==> config.mk <==
export PLATFORM = sky130hd
export DESIGN_NAME = tag_frame_dedup_table
export DESIGN_NICKNAME = d
export VERILOG_FILES = /design/src/sv/tfd_pkg.sv /design/src/sv/tfd_ram.sv /design/src/sv/tag_frame_dedup_table.sv
export SDC_FILE = /design/constraint.sdc
export NUM_CORES = 2
export LEC_CHECK = 0
export BUFFER_PORTS_ARGS = -buffer_cell sky130_fd_sc_hd__clkbuf_2
export CORE_MARGIN = 4
export CORE_UTILIZATION = 25
export CTS_CLUSTER_DIAMETER = 50
export CTS_CLUSTER_SIZE = 10
export DETAILED_ROUTE_END_ITERATION = 6
export GPL_TIMING_DRIVEN = 0
export MAX_ROUTING_LAYER = met4
export PLACE_DENSITY = 0.45
export SLEW_MARGIN = 20
export SYNTH_ARGS = -nofsm -noshare
export SYNTH_HDL_FRONTEND = slang
export SYNTH_SLANG_ARGS = --single-unit
export TNS_END_PERCENT = 10
==> constraint.sdc <==
create_clock -name clk_i -period 15.9 [get_ports clk_i]
set_input_delay 0.795 -clock clk_i [delete_from_list [all_inputs] [get_ports clk_i]]
set_output_delay 0.795 -clock clk_i [all_outputs]
set_load 0.01 [all_outputs]
==> src/sv/tfd_pkg.sv <==
`timescale 1ns / 1ps

package tfd_pkg;

  // Frame header bytes and tag placement within the frame.
  localparam logic [7:0] HDR_BYTE0  = 8'h44;
  localparam logic [7:0] HDR_BYTE1  = 8'h16;
  localparam int unsigned TAG_OFFSET = 10;
  localparam int unsigned TAG_STRIDE = 22;
  localparam int unsigned TAG_LEN    = 12;
  localparam int unsigned TAG_HIGH_BYTES = 4;

  localparam int unsigned TAG_HIGH_W = 32;
  localparam int unsigned TAG_LOW_W  = 64;
  localparam int unsigned TAG_W      = TAG_HIGH_W + TAG_LOW_W;

  // Byte counter within one tag slot of the frame, and the tag index.
  localparam int unsigned STRIDE_W = 5;
  localparam int unsigned TAG_IDX_W = 8;

  typedef enum logic [1:0] {
    OUT_STORED    = 2'd0,
    OUT_DUPLICATE = 2'd1,
    OUT_FULL      = 2'd2,
    OUT_LOCKED    = 2'd3
  } outcome_e;

  typedef enum logic [1:0] {
    ST_IDLE,
    ST_SCAN,
    ST_OUT
  } state_e;

endpackage

==> src/sv/tfd_ram.sv <==
`timescale 1ns / 1ps

module tfd_ram #(
  parameter int unsigned WIDTH = 8,
  parameter int unsigned DEPTH = 16,
  localparam int unsigned AW = (DEPTH > 1) ? $clog2(DEPTH) : 1
) (
  input  logic             clk_i,
  input  logic             we_i,
  input  logic [AW-1:0]    waddr_i,
  input  logic [WIDTH-1:0] wdata_i,
  input  logic             re_i,
  input  logic [AW-1:0]    raddr_i,
  output logic [WIDTH-1:0] rdata_o
);

  logic [WIDTH-1:0] mem_q [DEPTH];
  logic [WIDTH-1:0] rdata_q;

  always_ff @(posedge clk_i) begin
    if (we_i) begin
      mem_q[waddr_i] <= wdata_i;
    end
    if (re_i) begin
      rdata_q <= mem_q[raddr_i];
    end
  end

  assign rdata_o = rdata_q;

endmodule

==> src/sv/tag_frame_dedup_table.sv <==
`timescale 1ns / 1ps

// Channel   | Direction | Handshake               | Payload
// ----------+-----------+-------------------------+------------------------------------------
// input     | in        | in_valid_i / in_ready_o | rx_byte_i, frame_start_i
// result    | out       | out_valid_o/ out_ready_i| tag_id_high_o, tag_id_low_o, outcome_o,
//           |           |                         | slot_index_o, entry_count_o
// config    | in        | cfg_we_i (no wait)      | cfg_wdata_i (table lock)
//
// A byte that completes no tag leaves the sequencer idle, so such bytes stream back to back.
// A byte that completes a tag starts a scan of the tag memory: one read per stored entry,
// ending early on a match (a locked table skips the scan), then the result register is
// loaded; no byte is taken until the sequencer returns to idle, and the single read port
// of the tag memory bounds the scan. The result stage holds one word; a scan that finishes
// while that word is still unclaimed waits before loading it. Reset clears all control
// state; the tag memory is not cleared, since only entries below the count are read.

module tag_frame_dedup_table #(
  parameter int unsigned TABLE_DEPTH = 12,
  parameter int unsigned FRAME_BYTES = 128,
  localparam int unsigned SLOT_W = (TABLE_DEPTH > 1) ? $clog2(TABLE_DEPTH) : 1,
  localparam int unsigned CNT_W  = $clog2(TABLE_DEPTH + 1)
) (
  input  logic                           clk_i,
  input  logic                           rst_ni,
  input  logic                           in_valid_i,
  output logic                           in_ready_o,
  input  logic [7:0]                     rx_byte_i,
  input  logic                           frame_start_i,
  input  logic                           cfg_we_i,
  input  logic                           cfg_wdata_i,
  output logic                           out_valid_o,
  input  logic                           out_ready_i,
  output logic [tfd_pkg::TAG_HIGH_W-1:0] tag_id_high_o,
  output logic [tfd_pkg::TAG_LOW_W-1:0]  tag_id_low_o,
  output logic [1:0]                     outcome_o,
  output logic [SLOT_W-1:0]              slot_index_o,
  output logic [CNT_W-1:0]               entry_count_o
);

  import tfd_pkg::*;

  localparam int unsigned POS_W = $clog2(FRAME_BYTES + 1);

  // Frame parsing state.
  logic [POS_W-1:0]      pos_q, pos_d;
  logic                  fvalid_q, fvalid_d;
  logic [7:0]            tags_q, tags_d;
  logic [STRIDE_W-1:0]   k_q, k_d;
  logic [TAG_IDX_W-1:0]  idx_q, idx_d;
  logic [TAG_HIGH_W-1:0] ah_q, ah_d;
  logic [TAG_LOW_W-1:0]  al_q, al_d;

  // Table and scan state.
  state_e                state_q, state_d;
  logic                  locked_q;
  logic [CNT_W-1:0]      count_q, count_d;
  logic [CNT_W-1:0]      rd_ptr_q, rd_ptr_d;
  logic                  cmp_valid_q, cmp_valid_d;
  logic [SLOT_W-1:0]     cmp_ptr_q, cmp_ptr_d;
  outcome_e              res_outcome_q, res_outcome_d;
  logic [SLOT_W-1:0]     res_slot_q, res_slot_d;

  // Result register.
  logic                  out_valid_q, out_valid_d;
  logic [TAG_HIGH_W-1:0] out_high_q;
  logic [TAG_LOW_W-1:0]  out_low_q;
  outcome_e              out_outcome_q;
  logic [SLOT_W-1:0]     out_slot_q;
  logic [CNT_W-1:0]      out_count_q;
  logic                  out_load;

  // Tag memory port signals.
  logic                  ram_we, ram_re;
  logic [TAG_W-1:0]      ram_rdata;

  // Values after an optional start mark has restarted the frame.
  logic [POS_W-1:0]      pos_e;
  logic                  fvalid_e;
  logic [7:0]            tags_e;
  logic [STRIDE_W-1:0]   k_e;
  logic [TAG_IDX_W-1:0]  idx_e;
  logic [TAG_HIGH_W-1:0] ah_e;
  logic [TAG_LOW_W-1:0]  al_e;
  logic                  accept, complete, match;

  assign in_ready_o = (state_q == ST_IDLE);
  assign accept     = in_valid_i && in_ready_o;

  always_comb begin
    pos_e    = frame_start_i ? '0 : pos_q;
    fvalid_e = frame_start_i ? 1'b0 : fvalid_q;
    tags_e   = frame_start_i ? '0 : tags_q;
    k_e      = frame_start_i ? '0 : k_q;
    idx_e    = frame_start_i ? '0 : idx_q;
    ah_e     = frame_start_i ? '0 : ah_q;
    al_e     = frame_start_i ? '0 : al_q;
  end

  // Byte parser. Tag slot position is tracked by a wrapping counter rather than a division.
  always_comb begin
    pos_d    = pos_q;
    fvalid_d = fvalid_q;
    tags_d   = tags_q;
    k_d      = k_q;
    idx_d    = idx_q;
    ah_d     = ah_q;
    al_d     = al_q;
    complete = 1'b0;
    if (accept) begin
      pos_d    = pos_e;
      fvalid_d = fvalid_e;
      tags_d   = tags_e;
      k_d      = k_e;
      idx_d    = idx_e;
      ah_d     = ah_e;
      al_d     = al_e;
      if (pos_e < POS_W'(FRAME_BYTES)) begin
        pos_d = pos_e + POS_W'(1);
        if (pos_e == POS_W'(0)) begin
          fvalid_d = (rx_byte_i == HDR_BYTE0);
        end else if (pos_e == POS_W'(1)) begin
          fvalid_d = fvalid_e && (rx_byte_i == HDR_BYTE1);
        end else if (pos_e == POS_W'(2)) begin
          tags_d = rx_byte_i;
        end else if (pos_e >= POS_W'(TAG_OFFSET)) begin
          if (k_e < STRIDE_W'(TAG_HIGH_BYTES)) begin
            ah_d = {ah_e[TAG_HIGH_W-9:0], rx_byte_i};
          end else if (k_e < STRIDE_W'(TAG_LEN)) begin
            al_d = {al_e[TAG_LOW_W-9:0], rx_byte_i};
          end
          if (k_e == STRIDE_W'(TAG_STRIDE - 1)) begin
            k_d   = '0;
            idx_d = idx_e + TAG_IDX_W'(1);
          end else begin
            k_d = k_e + STRIDE_W'(1);
          end
          complete = (k_e == STRIDE_W'(TAG_LEN - 1)) && fvalid_e && (idx_e < tags_e);
        end
      end
    end
  end

  // Table sequencer: the scan issues one read per cycle and compares the word read
  // in the previous cycle, stopping early on a match.
  assign match = cmp_valid_q && (ram_rdata == {ah_q, al_q});

  always_comb begin
    state_d       = state_q;
    count_d       = count_q;
    rd_ptr_d      = rd_ptr_q;
    cmp_valid_d   = 1'b0;
    cmp_ptr_d     = cmp_ptr_q;
    res_outcome_d = res_outcome_q;
    res_slot_d    = res_slot_q;
    ram_we        = 1'b0;
    ram_re        = 1'b0;
    out_load      = 1'b0;
    case (state_q)
      ST_IDLE: begin
        if (complete) begin
          rd_ptr_d = '0;
          if (locked_q) begin
            res_outcome_d = OUT_LOCKED;
            res_slot_d    = '0;
            state_d       = ST_OUT;
          end else begin
            state_d = ST_SCAN;
          end
        end
      end
      ST_SCAN: begin
        if (match) begin
          res_outcome_d = OUT_DUPLICATE;
          res_slot_d    = cmp_ptr_q;
          state_d       = ST_OUT;
        end else if (rd_ptr_q < count_q) begin
          ram_re      = 1'b1;
          cmp_valid_d = 1'b1;
          cmp_ptr_d   = rd_ptr_q[SLOT_W-1:0];
          rd_ptr_d    = rd_ptr_q + CNT_W'(1);
        end else if (count_q < CNT_W'(TABLE_DEPTH)) begin
          ram_we        = 1'b1;
          res_outcome_d = OUT_STORED;
          res_slot_d    = count_q[SLOT_W-1:0];
          count_d       = count_q + CNT_W'(1);
          state_d       = ST_OUT;
        end else begin
          res_outcome_d = OUT_FULL;
          res_slot_d    = '0;
          state_d       = ST_OUT;
        end
      end
      ST_OUT: begin
        // The assembled tag stays put here, since no byte is taken outside idle.
        if (!out_valid_q || out_ready_i) begin
          out_load = 1'b1;
          state_d  = ST_IDLE;
        end
      end
      default: begin
        state_d = ST_IDLE;
      end
    endcase
  end

  always_comb begin
    out_valid_d = out_valid_q;
    if (out_valid_q && out_ready_i) begin
      out_valid_d = 1'b0;
    end
    if (out_load) begin
      out_valid_d = 1'b1;
    end
  end

  tfd_ram #(
    .WIDTH (TAG_W),
    .DEPTH (TABLE_DEPTH)
  ) u_tag_ram (
    .clk_i   (clk_i),
    .we_i    (ram_we),
    .waddr_i (count_q[SLOT_W-1:0]),
    .wdata_i ({ah_q, al_q}),
    .re_i    (ram_re),
    .raddr_i (rd_ptr_q[SLOT_W-1:0]),
    .rdata_o (ram_rdata)
  );

  always_ff @(posedge clk_i or negedge rst_ni) begin
    if (!rst_ni) begin
      pos_q       <= '0;
      fvalid_q    <= 1'b0;
      tags_q      <= '0;
      k_q         <= '0;
      idx_q       <= '0;
      ah_q        <= '0;
      al_q        <= '0;
      state_q     <= ST_IDLE;
      locked_q    <= 1'b0;
      count_q     <= '0;
      rd_ptr_q    <= '0;
      cmp_valid_q <= 1'b0;
      out_valid_q <= 1'b0;
    end else begin
      pos_q       <= pos_d;
      fvalid_q    <= fvalid_d;
      tags_q      <= tags_d;
      k_q         <= k_d;
      idx_q       <= idx_d;
      ah_q        <= ah_d;
      al_q        <= al_d;
      state_q     <= state_d;
      count_q     <= count_d;
      rd_ptr_q    <= rd_ptr_d;
      cmp_valid_q <= cmp_valid_d;
      out_valid_q <= out_valid_d;
      if (cfg_we_i) begin
        locked_q <= cfg_wdata_i;
      end
    end
  end

  // Payload registers carry no reset.
  always_ff @(posedge clk_i) begin
    cmp_ptr_q     <= cmp_ptr_d;
    res_outcome_q <= res_outcome_d;
    res_slot_q    <= res_slot_d;
    if (out_load) begin
      out_high_q    <= ah_q;
      out_low_q     <= al_q;
      out_outcome_q <= res_outcome_q;
      out_slot_q    <= res_slot_q;
      out_count_q   <= count_q;
    end
  end

  assign out_valid_o   = out_valid_q;
  assign tag_id_high_o = out_high_q;
  assign tag_id_low_o  = out_low_q;
  assign outcome_o     = out_outcome_q;
  assign slot_index_o  = out_slot_q;
  assign entry_count_o = out_count_q;

  // The table never holds more entries than it has slots.
  a_count_bound: assert property (@(posedge clk_i) disable iff (!rst_ni)
    count_q <= CNT_W'(TABLE_DEPTH))
    else $error("entry count exceeds table depth");

  // Every write to the tag memory raises the count by exactly one.
  a_write_counts: assert property (@(posedge clk_i) disable iff (!rst_ni)
    ram_we |=> (count_q == $past(count_q) + CNT_W'(1)))
    else $error("tag write without count update");

  // A freshly stored tag lands in the last occupied slot.
  a_store_slot: assert property (@(posedge clk_i) disable iff (!rst_ni)
    (out_load && (res_outcome_q == OUT_STORED)) |->
      (CNT_W'(res_slot_q) + CNT_W'(1) == count_q))
    else $error("stored slot does not match entry count");

  // The scan never reads past the occupied entries.
  a_scan_range: assert property (@(posedge clk_i) disable iff (!rst_ni)
    (state_q == ST_SCAN) |-> (rd_ptr_q <= count_q))
    else $error("scan pointer beyond entry count");

  // No byte is taken while a completed tag is still being resolved.
  a_no_accept_busy: assert property (@(posedge clk_i) disable iff (!rst_ni)
    complete |=> !in_ready_o)
    else $error("input accepted during table scan");

endmodule
* Word level (Yosys, flattened, before mapping)
Memory sizes are Yosys's and may differ from the RTL's. A register that Yosys moved wholly into a read port is not among the register bits.
Cells that the tools add are included.
** Operators by class
- Add/subtract/negate cells :: 5
- $lt $le $gt $ge :: 7
- Equal/unequal tests :: 15
- Muxes and demuxes :: 81
- Bitwise gates (word level) :: 2
- Reduce and logical (&&, ||, !) cells :: 17
** Operators by type and width (number)
- 64-bit two-way mux :: 8
- 32-bit two-way mux :: 7
- 8-bit two-way mux :: 14
- 96-bit equality test :: 1
- 5-bit two-way mux :: 7
- 4-bit two-way mux :: 8
- 1-bit two-way mux :: 23
- 2-bit two-way mux :: 10
- 8-bit by 1-bit adder with 8-bit output, second input constant :: 2
- 4-bit case mux with 2 select lines :: 2
- 4-bit AND reduction :: 3
- 4-bit by 1-bit adder with 4-bit output, second input constant :: 2
- 8-bit by 1-bit equality test with 1-bit output, second input constant :: 1
- 8-bit by 2-bit equality test with 1-bit output, second input constant :: 1
- 8-bit by 5-bit equality test with 1-bit output, second input constant :: 1
- 8-bit by 7-bit equality test with 1-bit output, second input constant :: 1
- 8-bit by 4-bit >= comparator with 1-bit output, second input constant :: 1
- 8-bit logical NOT :: 1
- 8-bit less-than comparator :: 1
- 8-bit less-than comparator, second input constant :: 1
- 1-bit logical AND :: 6
- 2-bit inequality test, second input constant :: 3
- 2-bit case mux with 3 select lines :: 1
- 3-bit AND reduction :: 2
- other kinds (17) :: 20
** Storage, ports and cells
- Flip-flop bits (word level) :: 255
- RAM bits :: 1152
- Output and inout bits :: 108
- Logic and storage cells :: 149
- Memories :: 1
** Memories
- u_tag_ram.mem_q :: depth 12, width 96, read ports 1, clocked after memory_dff 1, wr ports 1, line tfd_ram.sv:17 : logic [WIDTH-1:0] mem_q [DEPTH];

* Logic depth before layout (Yosys ltp)
- Word-level depth :: 12
- Depth in mapped cells :: 13
- Gate-level depth less buffers :: 9

* By module
Synthesis repeated with hierarchy kept, for this count alone.
** Second synthesis, totals
- Cell total of the unflattened synthesis :: 2922
- Area total of the unflattened synthesis :: 57491.4 sq um
** Modules (own cells, without submodules)
- tfd_ram :: times used 1, cells an instance 1952, area each 46115.5 sq um
- tag_frame_dedup_table :: times used 1, cells an instance 970, area each 11375.9 sq um

* Worst setup path after synthesis
Ideal clock, no wire load.
- Path kind :: flip-flop to flip-flop
- From :: reg count_q[1]
- To :: mem u_tag_ram.mem_q[7][0] in the netlist's numbering (enable)
- Setup time :: 0.790 ns
- Arrival time :: 10.435 ns
- Data required time :: 15.110 ns
- Path slack :: 4.675 ns
- Cell stages (with the launch flop) :: 8
- Path buffers :: 0
- Clock period less this slack :: 11.225 ns
- Cells stage by stage :: dfrtp_1 inv_1 ha_1 o21a_1 o21ai_0 a21oi_1 nand2_1 nor4_1
** Between the ends
- Cells in the longest elaborated chain, start to end :: 7
** Ends and longest elaborated chain
- start: declaration :: line tag_frame_dedup_table.sv:57 : logic [CNT_W-1:0] count_q, count_d;
- start signal: assignment :: line tag_frame_dedup_table.sv:254 : count_q <= count_d;
- 4-bit less-than comparator :: line tag_frame_dedup_table.sv:182 : end else if (count_q < CNT_W'(TABLE_DEPTH)) begin
- 1-bit two-way mux :: line tag_frame_dedup_table.sv:182
- 1-bit two-way mux :: line tag_frame_dedup_table.sv:177 : end else if (rd_ptr_q < count_q) begin
- 1-bit two-way mux :: line tag_frame_dedup_table.sv:173 : if (match) begin
- 1-bit two-way mux :: line tag_frame_dedup_table.sv:159 : case (state_q)
- 1-bit two-way mux :: line tfd_ram.sv:21 : if (we_i) begin
- 1-bit two-way mux (implied by the code) :: line tfd_ram.sv:22 : mem_q[waddr_i] <= wdata_i;
- end: declaration :: line tfd_ram.sv:17
Parallel ways exist; a longest one is shown, timed or not.

* Final worst setup path
- From :: reg ah_q[17]
- To :: mem u_tag_ram.mem_q[7][32] in the netlist's numbering (enable)
** Between the ends
- Cells in the longest elaborated chain, start to end :: 6
** Ends and longest elaborated chain
- start: declaration :: line tag_frame_dedup_table.sv:51 : logic [TAG_HIGH_W-1:0] ah_q, ah_d;
- start signal: assignment :: line tag_frame_dedup_table.sv:251 : ah_q <= ah_d;
- 96-bit equality test :: line tag_frame_dedup_table.sv:146 : assign match = cmp_valid_q && (ram_rdata == {ah_q, al_q});
- 1-bit logical AND :: line tag_frame_dedup_table.sv:146
- 1-bit two-way mux :: line tag_frame_dedup_table.sv:173
- 1-bit two-way mux :: line tag_frame_dedup_table.sv:159
- 1-bit two-way mux :: line tfd_ram.sv:21
- 1-bit two-way mux (implied by the code) :: line tfd_ram.sv:22
Every way passes these cells.

==> reports/qor.yml <==
sta:
  holdWs_ns: 0.2298
  fmax_mhz: 185.6
  worst_pin_slew_ns: 1.179
  fin_crit_ns: 5.389
  slew_headroom_pct: 21.11
  fin_setup_tns_ns: 0
  rsz0062_at_grt: "false"
  setup_viol_count_final: 0
  finalHoldViolations: 0
  fin_skew_ns: 0.06402
  min_period_over_period_pct: 33.89
  slew_violations: 0
logic_synthesis:
  synth_seq_cells: 1503
  synth_commonest_cells: "edfxtp_1 (1364), mux4_2 (288), nand2_1 (210), o21ai_0 (184), dfrtp_1 (139)"
  synth_edf_count: 1364
  yosysMostFrequentCell: "edfxtp_1"
  avgSynthCellArea_um2: 19.78
  synth.area.top_cells: "edfxtp_1 (71%), mux4_2 (11%), dfrtp_1 (6.0%)"
  synth_cell_types: 62
  synth_top_area_share_pct: 70.97
  synth-seq-area-share_pct: 77.00
  ys_warn_count: 0
  syn-cell-area_um2: 57710
  synthArstFlopShare_pct: 9.248
  synthFlopType: "edfxtp_1"
  syn_inst: 2918
  yosys.area.top_type: "edfxtp_1"
  syn-num-nets: 2955
routing:
  antenna_left: 0
  via_per_inst: 4.568
  drt_iter0_drc: 2517
  post_drt_wl_per_cell_um: 25.72
  num_vias: 29497
  drc: 0
  wirelength_um: 166100
  drt_pre_antenna_iters: 6
placement:
  port_buffers: 122
  dp_hpwl_um: 110500
  finalWeightedCongestion: 0.7762
clock_network:
  cts_buffers: 186
  cts_buffer_depth: 3
  cts_tree: "yes"
  clk_pin_slew_ns: 0.06
  clockRootBuffer: "clkbuf_16"
  htree_levels: 4
  clkSinkCount: 1503
  worstSkewPairLatency_ns: 0.83
global_routing:
  antenna_found_initial: 9
  grt_pass1_vias: 30180
  grt_max_degree: 77
  grt_usage_pct: 14.23
  grt_pass1_wl_um: 235500
  grt_overflow: 0
power_and_ir_drop:
  intPower_mw: 6.605
  p_seq_share_pct: 51.4
  cellPowerDensity_nw_per_um2: 120.2
  switchingPower_mw: 1.721
  p_total_mw: 8.326
  cellLeakagePower_nw: 21.71
  ir_worst_vdd_v: 0.0001116
  swShare_pct: 20.67
  clkPwrFrac_pct: 47.9
  p_comb_share_pct: 0.6
floorplan:
  fp.dieW_um: 488.5
  die_area_um2: 238600
  initial_core_util_pct: 25.10
  core_um2: 229900
  die_y_um: 488.5
  rows: 176
  ios: 123
finish:
  fin_nets: 3338
  nFillCells: 22588
  seqCellArea_um2: 44440
  multiInputGateArea_um2: 12710
  area_delta_synth_final_pct: 19.98
  drive_above_1_share_pct: 22.32
  fin_util_pct: 30.12
worst_setup_path:
  critPathCaptureType: "flip-flop"
  worstPathMaxFanout: 17
  reg2reg_from: "ah_q[17]$_DFFE_PN0P_"
  crit_type: "reg2reg"
  crit_start: "ah_q[17]$_DFFE_PN0P_"
  worstPathRequired_ns: 16.48
  crit_path_start_kind: "flip-flop"
  crit_arrival_ns: 5.97
min_path:
  min-delay-start: "cfg_wdata_i"
  hold_class: "in2reg"
run:
  cap_violations: 0
status:
  status: "complete, no violations"
==> flip-flops by register name, indices dropped and copies added (netlist names), 8 cells and up <==
signal / count
u_tag_ram.rdata_o: 96
tag_id_high_o: 32
ah_q: 32
tags_q: 8
al_q: 64
pos_q: 8
tag_id_low_o: 64
idx_q: 8
u_tag_ram.mem_q: 1152
==> layout by cell type, fill, tap and decap left out, types with 8 or more instances in the layout <==
cell type | Yosys | layout
edfxtp_1 | 1364 | 1364
mux4_2 | 288 | 288
nand2_1 | 210 | 210
clkbuf_16 | 0 | 188
o21ai_0 | 184 | 184
clkbuf_1 | 93 | 149
dfrtp_1 | 139 | 139
clkbuf_2 | 0 | 135
mux2i_1 | 98 | 98
a22oi_1 | 80 | 80
xnor2_1 | 66 | 65
buf_1 | 51 | 41
nor2b_1 | 36 | 36
nor2_1 | 30 | 28
buf_16 | 0 | 27
buf_2 | 3 | 26
a22o_1 | 23 | 23
inv_1 | 22 | 22
nand2b_1 | 22 | 22
ha_1 | 22 | 22
nand4_1 | 21 | 21
nand3_1 | 20 | 20
buf_12 | 0 | 20
xor2_1 | 15 | 15
a21oi_1 | 15 | 15
nor4_1 | 12 | 11
and3_4 | 0 | 11
o21ai_1 | 10 | 10
clkinv_2 | 0 | 9
clkinv_1 | 0 | 9
diode_2 | 0 | 8
o22ai_1 | 8 | 8
bufinv_16 | 0 | 8
==> path summary, 6_finish.rpt <==
kind,to,slack [ns],cells after the start
setup / recovery,u_tag_ram.mem_q[7][32]$_DFFE_PP_,10.51,13
hold / removal,locked_q$_DFFE_PN0P_,0.23,2
setup reg to reg,u_tag_ram.mem_q[7][32]$_DFFE_PP_,10.51,13
hold reg to reg,outcome_o[1]$_DFFE_PP_,0.42,0
max in group asynchronous,rd_ptr_q[2]$_DFFE_PN0P_,14.36,3
min in group asynchronous,k_q[1]$_DFFE_PN0P_,0.57,2
==> metal layers <==
layer | track usage (%) | part of all wire [%]
met2 | 22.02 | 48
met1 | 19.31 | 45
met4 | 3.931 | 2.4
met5 | - | 0
met3 | 2.549 | 5.1
==> cell families (layout without fill, tap and decap cells) <==
group / Yosys count / in the layout / synth area share, %
muxes: 389 / 389 / 13.00
and+or+nand+nor: 394 / 394 / 3.259
other: 0 / 8 / 0
DFF: 1503 / 1503 / 77.00
adders and majority gates: 22 / 22 / 0.4770
xor gates and xnor gates: 81 / 81 / 1.229
buffers and inverters: 170 / 675 / 1.125
AOI/OAI and AO/OA: 359 / 359 / 3.911
==> power by group through the flow <==
stage	combinational, mW	sequential (mW)	clock (mW)
5_1_grt	0.0585	4.28	4.25
3_5_place_dp	0.0538	4.36	0
4_1_cts	0.0543	4.28	4.09
6_report	0.0537	4.28	3.99
2_1_floorplan	0.0262	4.35	0
3_3_place_gp	0.0525	4.36	0
==> area by class of cell <==
class | count | share of cell area (%)
Antenna cell | 8 | 0.02891
Tap cell | 3026 | 5.468
Multi-Input combinational cell | 1245 | 18.35
Sequential cell | 1503 | 64.18
Clock buffer | 258 | 7.217
Timing Repair Buffer | 195 | 2.785
Inverter | 22 | 0.1193
Clock inverter | 52 | 0.9975
Buffer | 148 | 0.8565
==> critical path, stage by stage, from the launching register on <==
cell,delay [ns]
dfrtp_1,0.59
xnor2_1,0.87
nand4_1,0.16
nor4_1,0.82
nand4_1,0.40
o31ai_4,0.66
nor4_2,0.24
buf_2,0.23
buf_2,0.20
buf_2,0.19
buf_2,0.21
buf_2,0.19
buf_2,0.18
buf_4,0.17
==> what timing repair did <==
item | in CTS | in global routing
hold endpoints to repair | 60 | 0
setup buffers | 0 | 0
hold buffers | 1 | 0
resized for setup | 0 | 0
==> metrics by stage <==
step / std cells / instance area [um2] / setup WS (ns)
finish: 6457 / 69240 / 10.51
global route: 6454 / 69240 / 10.45
global placement: 6066 / 62110 / -8.672
CTS: 6448 / 69210 / 10.57
floorplan: 2918 / 57710 / 4.675
detailed placement: 6137 / 63510 / 10.27
Note: power is estimated with default switching activity, not from simulation.
